==> config.mk <==
export PLATFORM = sky130hd
export DESIGN_NAME = kbi_ctrl
export DESIGN_NICKNAME = d
export VERILOG_FILES = /design/src/rtl/kbi_pkg.sv /design/src/rtl/kbi_ctrl.sv
export SDC_FILE = /design/constraint.sdc
export NUM_CORES = 1
export LEC_CHECK = 0
export ABC_AREA = 0
export ABC_CLOCK_PERIOD_IN_PS = 1500
export BUFFER_PORTS_ARGS = -buffer_cell sky130_fd_sc_hd__buf_2
export CAP_MARGIN = 5
export CORE_AREA = 2 2 39 41
export CTS_BUF_LIST = sky130_fd_sc_hd__clkbuf_2
export DETAILED_ROUTE_END_ITERATION = 8
export DIE_AREA = 0 0 41 43
export PLACE_DENSITY = 0.56
export SLEW_MARGIN = 20
export SYNTH_ARGS = -nofsm -noshare
export SYNTH_HDL_FRONTEND = slang
export SYNTH_SLANG_ARGS = --single-unit
==> constraint.sdc <==
create_clock -name clk -period 1.5 [get_ports clk]
set_input_delay 0.075 -clock clk [delete_from_list [all_inputs] [get_ports clk]]
set_output_delay 0.075 -clock clk [all_outputs]
set_load 0.005 [all_outputs]
==> src/rtl/kbi_pkg.sv <==
// shared types and constants for the keyed breakpoint interpolator
`default_nettype none
package kbi_pkg;
	localparam int NOTE_SLOTS = 128;
	localparam int NOTE_W = 7;

	typedef enum logic [2:0] {
		CMD_LOOKUP = 3'd0,
		CMD_MARK   = 3'd1,
		CMD_WRITE  = 3'd2,
		CMD_REMOVE = 3'd3,
		CMD_CLEAR  = 3'd4,
		CMD_DEFLT  = 3'd5
	} cmd_t;

	typedef struct packed {
		logic       scan_start;
		logic       scan_step;
		logic       div_start;
		logic       div_step;
		logic       rd_lo;
		logic       rd_hi;
		logic       mul_go;
		logic       out_load;
	} kbi_ctl_t;

	typedef struct packed {
		logic       scan_done;
		logic       div_done;
	} kbi_sts_t;
endpackage
`default_nettype wire

==> src/rtl/kbi_ctrl.sv <==
// controller state machine sequencing lookups and commands
`default_nettype none
module kbi_ctrl (
	input  wire logic            clk,
	input  wire logic            arst_n,
	input  wire logic            in_fire,
	input  wire logic            is_interp,
	input  wire logic            out_free,
	input  wire kbi_pkg::kbi_sts_t sts,
	output kbi_pkg::kbi_ctl_t    ctl,
	output logic                 busy
);
	import kbi_pkg::*;
	typedef enum logic [3:0] {
		S_IDLE, S_SCAN, S_DIV, S_RDLO, S_RDHI, S_MUL, S_MUL2, S_OUT
	} state_t;
	state_t state_q;

	always_comb begin
		ctl = '0;
		ctl.scan_start = in_fire;
		unique case (state_q)
			S_IDLE: ;
			S_SCAN: ctl.scan_step = 1'b1;
			S_DIV:  ctl.div_step = 1'b1;
			S_RDLO: ctl.rd_lo = 1'b1;
			S_RDHI: ctl.rd_hi = 1'b1;
			S_MUL:  ctl.mul_go = 1'b1;
			S_MUL2: ;
			S_OUT:  ctl.out_load = out_free;
			default: ;
		endcase
		ctl.div_start = (state_q == S_SCAN) && sts.scan_done;
	end
	assign busy = (state_q != S_IDLE);

	always_ff @(posedge clk or negedge arst_n) begin
		if (!arst_n) begin
			state_q <= S_IDLE;
		end else begin
			unique case (state_q)
				S_IDLE: if (in_fire) state_q <= S_SCAN;
				S_SCAN: if (sts.scan_done) state_q <= is_interp ? S_DIV : S_RDLO;
				S_DIV:  if (sts.div_done) state_q <= S_RDLO;
				S_RDLO: state_q <= S_RDHI;
				S_RDHI: state_q <= S_MUL;
				S_MUL:  state_q <= S_MUL2;
				S_MUL2: state_q <= S_OUT;
				S_OUT:  if (out_free) state_q <= S_IDLE;
				default: state_q <= S_IDLE;
			endcase
		end
	end
endmodule
`default_nettype wire

==> metrics.md <==
| Metric | Value |
|---|---|
| Average wire per standard cell | `9.016 µm` |
| Slew Limit Fails | `0` |
| Final Util | `27.40%` |
| Vias | `265` |
| Initial core utilization | `20.80%` |
| Fillers | `156` |
| Clock Latency Late Sink | `200 ps` |
| Largest delay share family, worst path | `flip-flops` |
| # clock sinks | `3` |
| Synthesized Nets | `37` |
| Share of cells above drive strength 1 | `57.45%` |
| Clock Pin Slew Worst Setup and Hold Paths | `40 ps` |
| Setup TNS | `0 ps` |
| Worst setup path class | `reg2out` |
| Std cell rows | `14` |
| Maxcap violations | `0` |
| First-pass GRT wire length | `903 µm` |
| Post-synthesis sequential area ratio | `26.09%` |
| Initial antenna violation count | `0` |
| Req. time, crit path | `1420 ps` |
| Die area | `0.001763 mm²` |
| Setup violators final | `0` |
| Tcrit/Tclk final | `92.03%` |
| Tot Pwr | `692.6 µW` |
| Avg Vias per Cell | `4.206` |
| Total CTS buffers | `3` |
| Post-DP HPWL | `450.4 µm` |
| Area delta synth->final | `31.74%` |
| Port bufs | `15` |
| Minimum clock period | `1380 ps` |
| Final ANT Viol Nets | `0` |
| Final WL | `568 µm` |
| Post-layout net count | `55` |
| Leak Pwr | `0.0001826 µW` |
| H-tree levels | `1` |
| Reg area | `75.07 µm²` |
| RSZ-0062 raised after global routing | `false` |
| Area occupied by multi-input gates | `163.9 µm²` |
| Ys Warns | `0` |
| Gate Count Post-Synth | `30` |
| Crit-path cells | `buf_4 > nor3b_2 > and2_1 > buf_2` |
| Routability cong. | `0.6743` |
| DRT Pass-1 Iters | `2` |
| Yosys reg bits | `3` |
| CTS root buf | `clkbuf_2` |
| CTS tree | `built` |
| Height of the die | `43 µm` |
| Syn avg cell area | `9.593 µm²` |
| Tightest Pin Transition | `373.1 ps` |
| Pwr dens | `1827 mW/mm²` |
| Synth unique cells | `20` |
| Bufs and invs on worst path | `2` |
| Regs by FF count | `state_q (3)` |
| DRT iter0 DRCs | `1` |
| Synth Cell Area | `287.8 µm²` |
| Largest net degree at the start of global routing | `12` |
| Total global-route track usage | `8.350%` |
| Clk_skew | `2.489 ps` |
| Crit. End Element | `primary output` |
| Largest register FFs | `3` |
| Max-slew headroom | `75.13%` |
| Number of global-route vias before repair | `217` |
| Top reg by flops | `state_q` |
| Hold WS | `63.83 ps` |
| Final hold violations | `0` |
| CP max stage cell | `dfrtp_1` |
| Startpoint Class | `flip-flop` |
| Max IR drop VDD | `0.9247 mV` |
| CP Max Fanout | `11` |
| I/O pin cnt | `16` |
| Die Width | `41 µm` |
| Status | `finished clean` |
| Clock Tree Buf Depth | `2` |
| Cts repair resizes | `0` |
| Worst Path Arrival | `1310 ps` |
| Worst path max stage delay | `500 ps` |
| DRC viols | `0` |
| Fmax | `724.4 MHz` |
| Final Non-Filler Cells | `63` |
| Worst hold path class | `in2reg` |
| GRT Residual Overflow | `0` |
| Core box area | `0.001384 mm²` |
| Antenna cells | `0` |
| Cell count after placement | `58` |
## power by group
part	leakage [µW]	total, µW	internal [µW]	switching (µW)
Combinational	0.000133	337	187	150
Clock	0.0000166	113	70.3	42.8
Sequential	0.0000330	242	121	122
Total	0.000183	693	378	315
## through the flow
step	setup slack, ps	cell area, µm²
6_report	119.6	379.1
5_1_grt	11.34	379.1
4_1_cts	99.14	379.1
3_5_place_dp	306.7	349.1
3_3_place_gp	342.2	349.1
2_1_floorplan	518.3	287.8
## path summary, 6_finish.rpt
kind	slack [ps]	cells past startpoint	end	start
max	120	4	ctl[5]	state_q[1]
min reg2reg	680	1	state_q[0]	state_q[0]
min	60	2	state_q[1]	out_free
max reg2reg	310	4	state_q[0]	state_q[1]
max in group asynchronous	1190	2	state_q[1]	arst_n
min in group asynchronous	200	2	state_q[0]	arst_n
## final cells by class
cell class | count | share of cell area (%)
Tap cell | 16 | 5.281
Sequential cell | 3 | 19.80
Multi-Input combinational cell | 21 | 43.23
Clock buffer | 4 | 5.281
Timing Repair Buffer | 17 | 24.42
Inverter | 2 | 1.980
## cells in the final DEF, fill, tap and decap left out
master / n
dlygate4sd3_1: 1
nor3_1: 1
nor3_2: 1
a31oi_1: 1
clkbuf_2: 4
nor3b_1: 1
a221oi_2: 1
nor3b_2: 1
o21ai_2: 1
and2_1: 1
and2_4: 1
nor2_1: 5
dfrtp_1: 3
nand2_1: 2
inv_1: 2
or3_1: 1
buf_4: 1
buf_2: 15
a211oi_2: 1
a21oi_1: 1
nor2b_1: 1
a2111oi_4: 1
## synthesized netlist by cell type
master,instances,area (µm²)
buf_6,3,33.78
a31oi_1,1,6.260
nor3_1,1,5.000
and2_4,1,8.760
a221oi_2,1,15.01
inv_1,2,7.510
nor3b_1,1,7.510
nor2_1,5,18.77
nor2b_1,1,6.260
a2111oi_4,1,27.53
or3_1,1,6.260
nor3b_2,1,12.51
o21ai_2,1,8.760
buf_4,1,7.510
a21oi_1,1,5.000
dfrtp_1,3,75.07
and2_1,1,6.260
a211oi_2,1,12.51
nor3_2,1,10.01
nand2_1,2,7.510
## kinds of logic (layout without fill, tap and decap cells)
logic type / after synthesis / after routing / synth area share (%)
buffers and inverters: 6 / 23 / 16.96
AO/OA/AOI/OAI: 6 / 6 / 26.09
AND/OR/NAND/NOR: 15 / 15 / 30.87
flip-flops: 3 / 3 / 26.09
## worst reg2reg max path: stages, from the launching register on
cell      delay (ps)
dfrtp_1          550
buf_4            210
a211oi_2          40
a31oi_1          180
a21oi_1           90
## metal layers
| metal | GRT usage [%] | part of all wire (%) | up-vias |
|---|---|---|---|
| met5 | 0 | 0 | - |
| met4 | 4.000 | 0 | 0 |
| met3 | 7.853 | 8.6 | 0 |
| met2 | 10.63 | 48 | 8 |
| met1 | 9.061 | 43 | 121 |
| li1 | - | - | 136 |
## timing repair
item	in CTS	in global routing
buffers inserted	0	0
setup endpoints to repair	0	0
hold buffers	1	0
hold endpoints to repair	3	0
(Power assumes the default switching activity.)
